File: src/hdl/pwbs_pkg.sv
// Package for the waveform bar scaler: sizes, reset values, item and config types, FSM states.
`timescale 1ns / 1ps
package pwbs_pkg;

    localparam int SAMPLE_BITS    = 18;
    localparam int BYTES_BITS     = 24;
    localparam int TRACK_BITS     = SAMPLE_BITS + 1;
    localparam int MARGIN_BITS    = 12;
    localparam int DIVISOR_BITS   = 8;
    localparam int BAR_BITS       = 6;
    localparam int STROBE_BITS    = 4;
    localparam int BLOCK_SAMPLES  = 100;
    localparam int POS_BITS       = $clog2(BLOCK_SAMPLES);
    localparam int CFG_INDEX_BITS = 3;
    localparam int CFG_DATA_BITS  = SAMPLE_BITS;
    localparam int DIV_CNT_BITS   = $clog2(TRACK_BITS + 1);

    localparam logic [SAMPLE_BITS-1:0] SAMPLE_MASK = {SAMPLE_BITS{1'b1}};

    // register indexes on the config port
    localparam logic [CFG_INDEX_BITS-1:0] REG_VALID_LOW       = 3'd0;
    localparam logic [CFG_INDEX_BITS-1:0] REG_VALID_HIGH      = 3'd1;
    localparam logic [CFG_INDEX_BITS-1:0] REG_PEAK_MARGIN     = 3'd2;
    localparam logic [CFG_INDEX_BITS-1:0] REG_RANGE_DIVISOR   = 3'd3;
    localparam logic [CFG_INDEX_BITS-1:0] REG_BAR_LIMIT       = 3'd4;
    localparam logic [CFG_INDEX_BITS-1:0] REG_UPDATE_INTERVAL = 3'd5;

    // register reset values
    localparam logic [SAMPLE_BITS-1:0]  VALID_LOW_RST       = SAMPLE_BITS'(86016);
    localparam logic [SAMPLE_BITS-1:0]  VALID_HIGH_RST      = SAMPLE_BITS'(196608);
    localparam logic [MARGIN_BITS-1:0]  PEAK_MARGIN_RST     = MARGIN_BITS'(256);
    localparam logic [DIVISOR_BITS-1:0] RANGE_DIVISOR_RST   = DIVISOR_BITS'(14);
    localparam logic [BAR_BITS-1:0]     BAR_LIMIT_RST       = BAR_BITS'(16);
    localparam logic [STROBE_BITS-1:0]  UPDATE_INTERVAL_RST = STROBE_BITS'(4);

    typedef struct packed {
        logic [BYTES_BITS-1:0] red_bytes;
        logic [BYTES_BITS-1:0] ir_bytes;
    } in_item_t;

    typedef struct packed {
        logic [SAMPLE_BITS-1:0] red_sample;
        logic [SAMPLE_BITS-1:0] ir_sample;
        logic [BAR_BITS-1:0]    bar_height;
        logic                   bar_update;
        logic                   finger_present;
        logic                   block_end;
    } out_item_t;

    typedef struct packed {
        logic [SAMPLE_BITS-1:0]  valid_low;
        logic [SAMPLE_BITS-1:0]  valid_high;
        logic [MARGIN_BITS-1:0]  peak_margin;
        logic [DIVISOR_BITS-1:0] range_divisor;
        logic [BAR_BITS-1:0]     bar_limit;
        logic [STROBE_BITS-1:0]  update_interval;
    } cfg_t;

    typedef struct packed {
        logic                  start;
        logic [TRACK_BITS-1:0] dividend;
        logic [TRACK_BITS-1:0] divisor;
    } div_req_t;

    typedef enum logic [2:0] {
        ST_IDLE,
        ST_STEP_GO,
        ST_STEP_WAIT,
        ST_BAR_GO,
        ST_BAR_WAIT,
        ST_PUSH,
        ST_RELOAD_GO,
        ST_RELOAD_WAIT
    } state_t;

endpackage

File: src/hdl/pwbs_cfg.sv
// Configuration register file for the waveform bar scaler.
`timescale 1ns / 1ps
module pwbs_cfg
(
    input  logic                                clk,
    input  logic                                rst_n,
    input  logic                                cfg_valid,
    output logic                                cfg_ready,
    input  logic [pwbs_pkg::CFG_INDEX_BITS-1:0] cfg_index,
    input  logic [pwbs_pkg::CFG_DATA_BITS-1:0]  cfg_data,
    output pwbs_pkg::cfg_t                      cfg
);

    pwbs_pkg::cfg_t cfg_reg;

    assign cfg_ready = 1'b1;
    assign cfg       = cfg_reg;

    always_ff @(posedge clk or negedge rst_n)
    begin
        if (!rst_n)
        begin
            cfg_reg.valid_low       <= pwbs_pkg::VALID_LOW_RST;
            cfg_reg.valid_high      <= pwbs_pkg::VALID_HIGH_RST;
            cfg_reg.peak_margin     <= pwbs_pkg::PEAK_MARGIN_RST;
            cfg_reg.range_divisor   <= pwbs_pkg::RANGE_DIVISOR_RST;
            cfg_reg.bar_limit       <= pwbs_pkg::BAR_LIMIT_RST;
            cfg_reg.update_interval <= pwbs_pkg::UPDATE_INTERVAL_RST;
        end
        else if (cfg_valid)
        begin
            case (cfg_index)
                pwbs_pkg::REG_VALID_LOW:
                    cfg_reg.valid_low <= cfg_data[pwbs_pkg::SAMPLE_BITS-1:0];
                pwbs_pkg::REG_VALID_HIGH:
                    cfg_reg.valid_high <= cfg_data[pwbs_pkg::SAMPLE_BITS-1:0];
                pwbs_pkg::REG_PEAK_MARGIN:
                    cfg_reg.peak_margin <= cfg_data[pwbs_pkg::MARGIN_BITS-1:0];
                pwbs_pkg::REG_RANGE_DIVISOR:
                    cfg_reg.range_divisor <= cfg_data[pwbs_pkg::DIVISOR_BITS-1:0];
                pwbs_pkg::REG_BAR_LIMIT:
                    cfg_reg.bar_limit <= cfg_data[pwbs_pkg::BAR_BITS-1:0];
                pwbs_pkg::REG_UPDATE_INTERVAL:
                    cfg_reg.update_interval <= cfg_data[pwbs_pkg::STROBE_BITS-1:0];
                default:
                    ; // unmapped index, write dropped
            endcase
        end
    end

endmodule

File: src/hdl/pwbs_div.sv
// Bit-serial restoring divider: one quotient bit per cycle.
`timescale 1ns / 1ps
module pwbs_div
(
    input  logic                            clk,
    input  logic                            rst_n,
    input  pwbs_pkg::div_req_t              req,
    output logic                            done,
    output logic [pwbs_pkg::TRACK_BITS-1:0] quotient
);

    localparam int W = pwbs_pkg::TRACK_BITS;

    logic                               busy_reg;
    logic [pwbs_pkg::DIV_CNT_BITS-1:0]  cnt_reg;
    logic [W-1:0]                       rem_reg;
    logic [W-1:0]                       quo_reg;
    logic [W-1:0]                       divisor_reg;

    logic [W:0]   trial;
    logic [W:0]   trial_diff;
    logic         fits;
    logic [W-1:0] rem_next;

    // shift the next dividend bit into the partial remainder, subtract if it fits
    always_comb
    begin
        trial      = {rem_reg, quo_reg[W-1]};
        trial_diff = trial - {1'b0, divisor_reg};
        fits       = (trial >= {1'b0, divisor_reg});
        rem_next   = fits ? trial_diff[W-1:0] : trial[W-1:0];
    end

    always_ff @(posedge clk or negedge rst_n)
    begin
        if (!rst_n)
        begin
            busy_reg <= 1'b0;
            cnt_reg  <= '0;
        end
        else if (req.start)
        begin
            busy_reg <= 1'b1;
            cnt_reg  <= pwbs_pkg::DIV_CNT_BITS'(W);
        end
        else if (busy_reg)
        begin
            if (cnt_reg != '0)
            begin
                cnt_reg <= cnt_reg - 1'b1;
            end
            else
            begin
                busy_reg <= 1'b0;
            end
        end
    end

    always_ff @(posedge clk)
    begin
        if (req.start)
        begin
            quo_reg     <= req.dividend;
            rem_reg     <= '0;
            divisor_reg <= req.divisor;
        end
        else if (busy_reg && (cnt_reg != '0))
        begin
            quo_reg <= {quo_reg[W-2:0], fits};
            rem_reg <= rem_next;
        end
    end

    assign done     = busy_reg && (cnt_reg == '0);
    assign quotient = quo_reg;

endmodule

File: src/hdl/ppg_waveform_bar_scaler.sv
// Top level of the waveform bar scaler: sample tracking, sequencer and result register.
`timescale 1ns / 1ps
// Takes one raw optical sensor sample (three red and three infrared bytes per
// item), unpacks the low 18 bits of each, and returns one result item with both
// values, a bar height, a display strobe, a finger flag and an end-of-block flag.
// An infrared value strictly inside (valid_low, valid_high) above the running
// max sets it to ir + peak_margin; one below the running min sets it to
// ir - peak_margin (saturating at 0) and recomputes the scale step as
// (max - min) / range_divisor. The bar height is (max - ir) / step saturated at
// bar_limit; no finger gives 1 (still limited), a zero step gives 0. Every 100
// items the max and min are reloaded from the raw infrared extremes of items
// 1..99 of that block and the step is recomputed. All divisions share one
// bit-serial divider that loads, works out the 19 quotient bits and sets done.
// An item needs no division without a finger or with a zero step, else a bar
// division, after a step one if the min widens; a block end adds a reload.
// Input ready is high only while the sequencer is idle; the result sits in an
// output register, so a waiting result stalls the block only when the next
// result is ready to go. Config is a register write port that is always ready.
module ppg_waveform_bar_scaler
(
    input  logic                                clk,
    input  logic                                rst_n,
    input  logic                                in_valid,
    output logic                                in_ready,
    input  pwbs_pkg::in_item_t                  in_data,
    output logic                                out_valid,
    input  logic                                out_ready,
    output pwbs_pkg::out_item_t                 out_data,
    input  logic                                cfg_valid,
    output logic                                cfg_ready,
    input  logic [pwbs_pkg::CFG_INDEX_BITS-1:0] cfg_index,
    input  logic [pwbs_pkg::CFG_DATA_BITS-1:0]  cfg_data
);

    localparam int SB = pwbs_pkg::SAMPLE_BITS;
    localparam int TB = pwbs_pkg::TRACK_BITS;
    localparam int BB = pwbs_pkg::BAR_BITS;
    localparam int PB = pwbs_pkg::POS_BITS;

    pwbs_pkg::cfg_t     cfg_q;
    pwbs_pkg::div_req_t div_req;
    logic               div_done;
    logic [TB-1:0]      div_quo;

    pwbs_pkg::state_t   state_reg;
    pwbs_pkg::state_t   state_next;

    // tracking state
    logic [TB-1:0]                      track_max_reg;
    logic [TB-1:0]                      track_min_reg;
    logic [TB-1:0]                      step_reg;
    logic [SB-1:0]                      win_max_reg;
    logic [SB-1:0]                      win_min_reg;
    logic [pwbs_pkg::STROBE_BITS-1:0]   strobe_cnt_reg;
    logic [PB-1:0]                      pos_reg;

    // item in flight
    logic [SB-1:0] red_reg;
    logic [SB-1:0] ir_reg;
    logic [BB-1:0] bar_reg;
    logic          strobe_flag_reg;
    logic          finger_reg;
    logic          last_reg;

    // result register
    logic                out_valid_reg;
    pwbs_pkg::out_item_t out_data_reg;

    // sample decode
    logic                             accept;
    logic [SB-1:0]                    red_s;
    logic [SB-1:0]                    ir_s;
    logic [TB-1:0]                    ir_ext;
    logic                             finger;
    logic                             widen_max;
    logic                             widen_min;
    logic [TB-1:0]                    ir_max_new;
    logic [SB-1:0]                    margin_s;
    logic [SB-1:0]                    ir_min_new;
    logic [pwbs_pkg::STROBE_BITS-1:0] strobe_inc;
    logic                             strobe_hit;
    logic                             pos_last;

    // divider operands
    logic [TB-1:0] span;
    logic [TB-1:0] bar_diff;
    logic [TB-1:0] divisor_eff;

    // sequencer outputs
    logic out_free;
    logic push;
    logic div_go;
    logic sel_bar;

    function automatic logic [BB-1:0] clamp_bar(input logic [TB-1:0] raw,
                                                input logic [BB-1:0] lim);
        logic [BB-1:0] res;
        if (raw > TB'(lim))
            res = lim;
        else
            res = raw[BB-1:0];
        return res;
    endfunction

    pwbs_cfg u_cfg
    (
        .clk       (clk),
        .rst_n     (rst_n),
        .cfg_valid (cfg_valid),
        .cfg_ready (cfg_ready),
        .cfg_index (cfg_index),
        .cfg_data  (cfg_data),
        .cfg       (cfg_q)
    );

    pwbs_div u_div
    (
        .clk      (clk),
        .rst_n    (rst_n),
        .req      (div_req),
        .done     (div_done),
        .quotient (div_quo)
    );

    // ---------------------------------------------------------------- decode
    always_comb
    begin
        accept     = in_valid && in_ready;
        red_s      = in_data.red_bytes[SB-1:0];
        ir_s       = in_data.ir_bytes[SB-1:0];
        ir_ext     = {1'b0, ir_s};
        finger     = (ir_s > cfg_q.valid_low) && (ir_s < cfg_q.valid_high);
        widen_max  = finger && (ir_ext > track_max_reg);
        widen_min  = finger && !widen_max && (ir_ext < track_min_reg);
        ir_max_new = ir_ext + TB'(cfg_q.peak_margin);
        margin_s   = SB'(cfg_q.peak_margin);
        ir_min_new = (ir_s > margin_s) ? (ir_s - margin_s) : '0;
        strobe_inc = strobe_cnt_reg + 1'b1;          // 4-bit wrap
        strobe_hit = (strobe_inc == cfg_q.update_interval);
        pos_last   = (pos_reg >= PB'(pwbs_pkg::BLOCK_SAMPLES - 1));
    end

    // ------------------------------------------------------ divider operands
    always_comb
    begin
        span        = (track_max_reg > track_min_reg) ? (track_max_reg - track_min_reg) : '0;
        bar_diff    = (track_max_reg > {1'b0, ir_reg}) ? (track_max_reg - {1'b0, ir_reg}) : '0;
        divisor_eff = (cfg_q.range_divisor == '0) ? TB'(1) : TB'(cfg_q.range_divisor);

        div_req.start    = div_go;
        div_req.dividend = sel_bar ? bar_diff : span;
        div_req.divisor  = sel_bar ? step_reg : divisor_eff;
    end

    // ------------------------------------------------------- sequencer state
    always_ff @(posedge clk or negedge rst_n)
    begin
        if (!rst_n)
            state_reg <= pwbs_pkg::ST_IDLE;
        else
            state_reg <= state_next;
    end

    assign out_free = !out_valid_reg || out_ready;

    always_comb
    begin
        state_next = state_reg;
        case (state_reg)
            pwbs_pkg::ST_IDLE:
            begin
                if (accept)
                begin
                    if (widen_min)
                        state_next = pwbs_pkg::ST_STEP_GO;
                    else if (finger && (step_reg != '0))
                        state_next = pwbs_pkg::ST_BAR_GO;
                    else
                        state_next = pwbs_pkg::ST_PUSH;
                end
            end
            pwbs_pkg::ST_STEP_GO:
                state_next = pwbs_pkg::ST_STEP_WAIT;
            pwbs_pkg::ST_STEP_WAIT:
            begin
                if (div_done)
                    state_next = (div_quo != '0) ? pwbs_pkg::ST_BAR_GO : pwbs_pkg::ST_PUSH;
            end
            pwbs_pkg::ST_BAR_GO:
                state_next = pwbs_pkg::ST_BAR_WAIT;
            pwbs_pkg::ST_BAR_WAIT:
            begin
                if (div_done)
                    state_next = pwbs_pkg::ST_PUSH;
            end
            pwbs_pkg::ST_PUSH:
            begin
                if (out_free)
                    state_next = last_reg ? pwbs_pkg::ST_RELOAD_GO : pwbs_pkg::ST_IDLE;
            end
            pwbs_pkg::ST_RELOAD_GO:
                state_next = pwbs_pkg::ST_RELOAD_WAIT;
            pwbs_pkg::ST_RELOAD_WAIT:
            begin
                if (div_done)
                    state_next = pwbs_pkg::ST_IDLE;
            end
            default:
                state_next = pwbs_pkg::ST_IDLE;
        endcase
    end

    always_comb
    begin
        in_ready = 1'b0;
        div_go   = 1'b0;
        sel_bar  = 1'b0;
        push     = 1'b0;
        case (state_reg)
            pwbs_pkg::ST_IDLE:
                in_ready = 1'b1;
            pwbs_pkg::ST_STEP_GO,
            pwbs_pkg::ST_RELOAD_GO:
                div_go = 1'b1;
            pwbs_pkg::ST_BAR_GO:
            begin
                div_go  = 1'b1;
                sel_bar = 1'b1;
            end
            pwbs_pkg::ST_BAR_WAIT:
                sel_bar = 1'b1;
            pwbs_pkg::ST_PUSH:
                push = out_free;
            default:
                ;
        endcase
    end

    // ------------------------------------------------------- tracking state
    always_ff @(posedge clk or negedge rst_n)
    begin
        if (!rst_n)
        begin
            track_max_reg  <= '0;
            track_min_reg  <= '0;
            step_reg       <= '0;
            win_max_reg    <= '0;
            win_min_reg    <= pwbs_pkg::SAMPLE_MASK;
            strobe_cnt_reg <= '0;
            pos_reg        <= '0;
        end
        else if (accept)
        begin
            if (widen_max)
                track_max_reg <= ir_max_new;
            if (widen_min)
                track_min_reg <= {1'b0, ir_min_new};
            // first item of a block stays out of the next window
            if (pos_reg != '0)
            begin
                if (ir_s > win_max_reg)
                    win_max_reg <= ir_s;
                if (ir_s < win_min_reg)
                    win_min_reg <= ir_s;
            end
            strobe_cnt_reg <= strobe_hit ? '0 : strobe_inc;
            pos_reg        <= pos_last ? '0 : (pos_reg + 1'b1);
        end
        else if (push && last_reg)
        begin
            // block end: reload extremes, step follows in the reload division
            track_max_reg <= {1'b0, win_max_reg};
            track_min_reg <= {1'b0, win_min_reg};
            win_max_reg   <= '0;
            win_min_reg   <= pwbs_pkg::SAMPLE_MASK;
        end
        else if (div_done && ((state_reg == pwbs_pkg::ST_STEP_WAIT) ||
                              (state_reg == pwbs_pkg::ST_RELOAD_WAIT)))
        begin
            step_reg <= div_quo;
        end
    end

    // -------------------------------------------------------- item in flight
    always_ff @(posedge clk)
    begin
        if (accept)
        begin
            red_reg         <= red_s;
            ir_reg          <= ir_s;
            finger_reg      <= finger;
            strobe_flag_reg <= strobe_hit;
            last_reg        <= pos_last;
            // no finger shows a stub bar of 1; finger with zero step shows 0
            bar_reg         <= clamp_bar(finger ? TB'(0) : TB'(1), cfg_q.bar_limit);
        end
        else if (div_done && (state_reg == pwbs_pkg::ST_BAR_WAIT))
        begin
            bar_reg <= clamp_bar(div_quo, cfg_q.bar_limit);
        end
    end

    // ------------------------------------------------------- result register
    always_ff @(posedge clk or negedge rst_n)
    begin
        if (!rst_n)
            out_valid_reg <= 1'b0;
        else if (push)
            out_valid_reg <= 1'b1;
        else if (out_ready)
            out_valid_reg <= 1'b0;
    end

    always_ff @(posedge clk)
    begin
        if (push)
        begin
            out_data_reg.red_sample     <= red_reg;
            out_data_reg.ir_sample      <= ir_reg;
            out_data_reg.bar_height     <= bar_reg;
            out_data_reg.bar_update     <= strobe_flag_reg;
            out_data_reg.finger_present <= finger_reg;
            out_data_reg.block_end      <= last_reg;
        end
    end

    assign out_valid = out_valid_reg;
    assign out_data  = out_data_reg;

    // ------------------------------------------------------------ assertions
    a_accept_leaves_idle : assert property (@(posedge clk) disable iff (!rst_n)
        (in_valid && in_ready) |=> (state_reg != pwbs_pkg::ST_IDLE))
        else $error("sequencer stayed idle after taking an item");

    a_push_sets_valid : assert property (@(posedge clk) disable iff (!rst_n)
        push |=> out_valid_reg)
        else $error("result register not loaded on push");

    a_done_in_wait : assert property (@(posedge clk) disable iff (!rst_n)
        div_done |-> ((state_reg == pwbs_pkg::ST_STEP_WAIT) ||
                      (state_reg == pwbs_pkg::ST_BAR_WAIT) ||
                      (state_reg == pwbs_pkg::ST_RELOAD_WAIT)))
        else $error("divider finished outside a wait state");

    a_bar_limited : assert property (@(posedge clk) disable iff (!rst_n)
        out_valid_reg |-> (out_data_reg.bar_height <= cfg_q.bar_limit))
        else $error("bar height above limit");

    a_pos_range : assert property (@(posedge clk) disable iff (!rst_n)
        pos_reg < PB'(pwbs_pkg::BLOCK_SAMPLES))
        else $error("block position out of range");

endmodule

File: config.mk
export PLATFORM = sky130hd
export DESIGN_NAME = ppg_waveform_bar_scaler
export DESIGN_NICKNAME = d
export VERILOG_FILES = /design/src/hdl/pwbs_pkg.sv /design/src/hdl/pwbs_cfg.sv /design/src/hdl/pwbs_div.sv /design/src/hdl/ppg_waveform_bar_scaler.sv
export SDC_FILE = /design/constraint.sdc
export NUM_CORES = 1
export LEC_CHECK = 0
export ABC_AREA = 1
export ABC_CLOCK_PERIOD_IN_PS = 5000
export BUFFER_PORTS_ARGS = -buffer_cell sky130_fd_sc_hd__clkbuf_2
export CORE_ASPECT_RATIO = 0.9
export CORE_MARGIN = 4
export CORE_UTILIZATION = 50
export CTS_CLUSTER_DIAMETER = 150
export DETAILED_ROUTE_END_ITERATION = 8
export GPL_ROUTABILITY_DRIVEN = 0
export PLACE_DENSITY = 0.67
export SLEW_MARGIN = 20
export SYNTH_ARGS = -nofsm -noshare
export SYNTH_HDL_FRONTEND = slang
export SYNTH_SLANG_ARGS = --single-unit
export TNS_END_PERCENT = 100
File: constraint.sdc
create_clock -name clk -period 5 [get_ports clk]
set_input_delay 0.5 -clock clk [delete_from_list [all_inputs] [get_ports clk]]
set_output_delay 0.5 -clock clk [all_outputs]
set_load 0.01 [all_outputs]
# After elaboration in Yosys (flattened, before gate mapping)
# Index checks and enable logic that the tools add are counted.
# W data, S select, Z words.
totals:
  ff_bits: 327
  inputBits: 74
  output_inout_bits: 48
  elab_cells: 174
classes:
  n_addsub: 8
  order_cmp: 13
  eq_ne: 23
  n_mux: 52
  bitwise_logic: 2
  reduce_logical: 44
op_table:
  columns: ["op", "count"]
  rows:
  - ["$mux W19", 13]
  - ["$mux W18", 9]
  - ["$reduce_bool A19 Y1", 2]
  - ["$sub A19 B19 Y19", 2]
  - ["$gt A18 B18 Y1", 2]
  - ["$lt A18 B18 Y1", 2]
  - ["$mux W3", 9]
  - ["$mux W6", 4]
  - ["$pmux W3 S8", 1]
  - ["$ge A20 B19 Y1", 1]
  - ["$add A18 B12 Y19", 1]
  - ["$gt A18 B19 Y1", 1]
  - ["$gt A19 B18 Y1", 1]
  - ["$gt A19 B19 Y1", 1]
  - ["$gt A19 B6 Y1", 1]
  - ["$lt A18 B19 Y1", 1]
  - ["$sub A19 B18 Y19", 1]
  - ["$eq A3 B3 Y1 const B", 6]
  - ["$gt A18 B12 Y1", 1]
  - ["$reduce_and A2 Y1", 9]
  - ["$sub A18 B12 Y18", 1]
  - ["$mux W5", 3]
  - ["$eq A3 B2 Y1 const B", 4]
  - ["$reduce_bool A2 Y1", 6]
  - ["26 further kinds", 60]

# Longest topological paths before layout
depth:
  word_depth: 9
  mapped_depth: 18
  ltp_nobuf: 18

# Cells and area by module
# A second synthesis with hierarchy kept.
unflattened:
  hier_cells: 2832
  hier_area_um2: 21633.2
modules_own_cells:
  columns: ["mod", "n_inst", "cells_each", "area_per_inst_um2", "seq_area_each_um2"]
  rows:
  - ["ppg_waveform_bar_scaler", 1, 1992, 15003.1, 5402.7]
  - ["pwbs_div", 1, 539, 3965.1, 1671.6]
  - ["pwbs_cfg", 1, 301, 2665.1, 1665.3]

# Worst setup path after synthesis
# No wires, ideal clock.
synth_timing:
  kind: "reg-to-reg"
  start: "register state_reg[0]"
  end: "register out_data_reg (netlist bit out_data[0]) (enable)"
  setup_time_ps: 447
  arrival_time_ps: 2621
  required_ps: 4553
  setup_slack_ps: 1931
  path_stages_with_launch: 6
  path_buffers: 1
  period_less_slack_ps: 3069
  cell_sequence: "dfrtp_1 -> buf_4 -> inv_1 -> nor3_2 -> inv_1 -> nor2_1"
synth_between:
  elab_chain_len: 2
synth_rtl:
  columns: ["element", "line", "rtl"]
  rows:
  - ["from (decl)", "ppg_waveform_bar_scaler.sv:45", "pwbs_pkg::state_t state_reg;"]
  - ["from (signal assigned)", "ppg_waveform_bar_scaler.sv:159", "state_reg <= pwbs_pkg::ST_IDLE;"]
  - ["from (signal assigned)", "ppg_waveform_bar_scaler.sv:161", "state_reg <= state_next;"]
  - ["$eq A3 B3 Y1", "ppg_waveform_bar_scaler.sv:219", "case (state_reg)"]
  - ["$mux W1", "ppg_waveform_bar_scaler.sv:219", null]
  - ["via push", "ppg_waveform_bar_scaler.sv:91", "logic push;"]
  - ["to (decl)", "ppg_waveform_bar_scaler.sv:67", "pwbs_pkg::out_item_t out_data_reg;"]
# The timed path passes the listed nets, and every way through them passes these cells.
# A chain may end at the register's enable or synchronous reset.

# Worst setup path after layout
layout_timing:
  start: "register state_reg[1]"
  end: "register u_div.quo_reg[5], in the netlist u_div.quotient[5] (enable)"
layout_between:
  elab_chain_len: 4
  word_cells_on_any_way: 6
  classes_between: "3 x eq/ne; 1 x mux; 2 x reduce/logical"
layout_rtl:
  columns: ["element", "line", "rtl"]
  rows:
  - ["$eq A3 B2 Y1 (tied with other cells)", "ppg_waveform_bar_scaler.sv:219", null]
  - ["$reduce_or A3 Y1 (no line) (*)", null, null]
  - ["$mux W1 (*)", "ppg_waveform_bar_scaler.sv:219", null]
  - ["$reduce_bool A2 Y1 (no line) (*)", null, null]
  - ["to (signal assigned)", "pwbs_div.sv:63", "quo_reg <= req.dividend;"]
  - ["to (signal assigned)", "pwbs_div.sv:69", "quo_reg <= {quo_reg[W-2:0], fits};"]
  - ["to (decl)", "pwbs_div.sv:17", "logic [W-1:0] quo_reg;"]
# Mark *: on every way between the ends. The rest lies on a longest branch, timed or not.

==> results list <==
* Die height: 205 um
- Die Width: 227 um
- Number of nets with antenna violations after detailed routing: 0
- The via count of the first global-routing pass is 18.1k.
- Fmax achieved: 310 MHz
* Post-Syn Instances: 2,781
* Worst-case register-to-register setup slack: 1780 ps
* Max transition margin: 0.343
- In this run the power density over the cells is 294 nW/um^2.
- In the final timing run, aggregate negative setup slack is 0 ps.
- Endpoint type of the worst setup path: register
- Hold_ws: -26.4 ps
- At the worst endpoint, the arrival time is 3400 ps.
- For this run, the total global-route usage over all layers was measured as 0.256.
* Leading cell types by total area after synthesis: edfxtp_1, dfrtp_1, nand2_1
* Share of layout cells above drive strength 1: 0.0965
* Via count: 18.9k
- Most frequent cells after synthesis: nand2_1, inv_1, nor2_1
- Reg2Reg Depth: 11
- Setup CP Type: register to register
- Post-synth design cell area: 21,600 um^2
* Clock Tree Buf Depth: 3
* Max-cap violation count: 0
* Wire length of the first global-routing pass: 95,100 um
- Final slew viol count: 0
- The checks that failed: hold timing.
* Post-Syn Nets: 3,056
* Number of levels the H-tree was split into: 2
- In this run, synthesis inferred 128 flip-flops with an integrated enable.
- The worst-case IR drop observed on VDD is 0.000240 V.
- Dividing the detail-routed via count by the number of cells gives 5.48.
- Core Box Area: 42,200 um^2
- 1st-pass router iterations: 6
- The worst hold path belongs to the class input port to async pin.
- Antenna cells: 0
* Total number of yosys warnings: 0
- Clk_lat worst skew: 570 ps
- Final Critical Period: 3220 ps
* Total Wirelength: 59,200 um
- Counting the fill cells in the layout gives 3,934.
- Setup violations remaining at the end of the flow were counted as 0.
* Count of cells resized by post-cts repair: 0
- The die covers 46,500 um^2.
- STA classifies the critical path startpoint as a register.
- The biggest area contributor in the post-synthesis netlist is edfxtp_1.
* Share of flip-flops with an asynchronous set or reset after synthesis: 0.549
* Flops & latches, synth: 326
* Share of the yosys chip area belonging to registers: 0.405
* Count leader, synth: nand2_1
- The flow ran to the end, but the final reports show violations.
- Buffers inserted to repair hold after CTS numbered 0.
* Initial antenna violation count: 0
* Remaining global-route overflow: 0
- Pin count of the biggest net entering global routing: 103
- The floorplan has 71 rows.
- Static leakage power: 11.7 nW
- Peak fanout along the critical path: 51
* Total area of multi-input combinational cells: 10,900 um^2
- Area growth, synth to finish: 10.3%
* Number of input and output port buffers inserted: 108
* Fraction of post-synthesis cell area in the top cell type by area: 0.178
- In this run the count of I/O pins placed on the die edge is 122.
- At the pin with the least slew margin, the transition time is 983 ps.
* Setup Fix Bufs, Post-CTS: 0
- Dividing the detail-routed wire length by the instance count gives 17.2 um.
- Endpoint of the worst register-to-register path: u_div.quotient[5]
- Reg-to-reg startpoint: state_reg[1]
- Final worst clock skew: 23.0 ps
- Mapped Avg Cell Area: 7.76 um^2
* Remaining routing DRC violations: 0
* Initial Utilization: 0.511
- Sequential cell area in the final layout: 8740 um^2
- Layout Nets: 3,145
- Required time of the critical path: 5180 ps
* Most used flip-flop cell after synthesis: dfrtp_1
* Fin crit share: 0.645
- Clock Sinks: 326
* Buffer cell driving the clock tree root: clkbuf_16
- The number of different library cells used by synthesis comes to 55.
- Setup repair after global routing left no endpoint under its margin.
- The HPWL after detailed placement is 44,500 um.
- Clock slew at reported path FFs: 60 ps
* CTS tree: built
- The number of failing hold endpoints at the final stage is 6.
- Cts bufs inserted: 39
- For this block, the initial DRC count from the detailed router was 1,721.
- The register with the most flip-flops in the layout has 66 of them.
==> power by group <==
group          total [mW]  switching, mW  internal [mW]
Sequential           3.01         0.0918           2.91
Combinational        1.08          0.706          0.375
Clock                2.90           1.20           1.71
==> critical path, cell delays in order, from the launching register on <==
cell and delay (ps):
dfrtp_1 440, inv_2 100, nor2_1 60, inv_1 80
nor2_1 50, inv_1 70, nand2_1 70, nor2_2 500
inv_2 530, nor2_1 210, buf_4 290, inv_1 420
==> per-layer routing <==
layer | routed length [um] | GRT usage | vias up
met2 | 26600 | 0.405 | 676
met5 | 0 | 0 | -
met1 | 26700 | 0.368 | 8844
met4 | 1920 | 0.0864 | 0
li1 | - | - | 9253
met3 | 4050 | 0.0302 | 112
==> metrics by stage <==
| stage | total power, mW | utilization | instances | area (um^2) | worst slack [ps] |
|---|---|---|---|---|---|
| global placement | 4.07 | 0.533 | 3376 | 22500 | 1640 |
| finish | 6.99 | 0.564 | 3448 | 23800 | 1780 |
| floorplan | 3.77 | - | 2781 | 21600 | 1930 |
| detailed placement | 4.12 | 0.533 | 3376 | 22500 | 1610 |
| CTS | 7.03 | 0.564 | 3448 | 23800 | 1750 |
| global route | 7.32 | 0.564 | 3448 | 23800 | 1400 |
==> kinds of logic (layout without fill, tap and decap cells) <==
| group | Yosys count | count (layout) | share of synthesized area |
|---|---|---|---|
| flops | 326 | 326 | 0.405 |
| other cells | 1 | 1 | 0.000174 |
| xor+xnor | 51 | 51 | 0.0207 |
| buf+inv | 478 | 598 | 0.0902 |
| compound gates | 407 | 407 | 0.104 |
| simple gates | 1317 | 1317 | 0.261 |
| fa+ha+maj | 201 | 201 | 0.118 |
==> area by class of cell <==
type	instances	share of cell area
clock buffer	48	0.0455
sequential	326	0.367
clock inverter	24	0.00941
timing repair buffer	118	0.0266
inverter	408	0.0646
tap	547	0.0288
multi-input combinational	1977	0.458
==> worst max-delay path by stage <==
stage,startpoint,endpoint,cells after the start
final,state_reg[1],u_div.quotient[5],11
after CTS,state_reg[1],u_div.quotient[13],11
after global placement,in_data[5],bar_reg[0],15
after global routing,state_reg[0],u_div.quotient[10],10
after detailed placement,in_data[3],bar_reg[0],15
after floorplan,state_reg[0],out_data[0],5
==> layout by cell type (no fill, tap or decap), drive strengths merged, types with 4 or more instances in the layout <==
| cell type | netlist | routed |
|---|---|---|
| nand2 | 806 | 806 |
| nand3b | 9 | 9 |
| nor2 | 224 | 224 |
| nor3 | 36 | 36 |
| buf | 47 | 11 |
| a21oi | 127 | 127 |
| dfstp | 29 | 29 |
| nor4 | 6 | 6 |
| clkinv | 1 | 16 |
| o21ai | 212 | 212 |
| clkbuf | 23 | 155 |
| o21bai | 9 | 9 |
| or2 | 5 | 5 |
| o211ai | 15 | 15 |
| a21boi | 6 | 6 |
| inv | 407 | 410 |
| fa | 5 | 5 |
| nand3 | 168 | 168 |
| a21o | 14 | 14 |
| dfxtp | 19 | 19 |
| xnor2 | 18 | 18 |
| a31oi | 4 | 4 |
| nand4 | 57 | 57 |
| ha | 196 | 196 |
| xor2 | 33 | 33 |
| o22ai | 11 | 11 |
| dfrtp | 150 | 150 |
| edfxtp | 128 | 128 |
No activity file was read; power rests on OpenSTA's default activity.
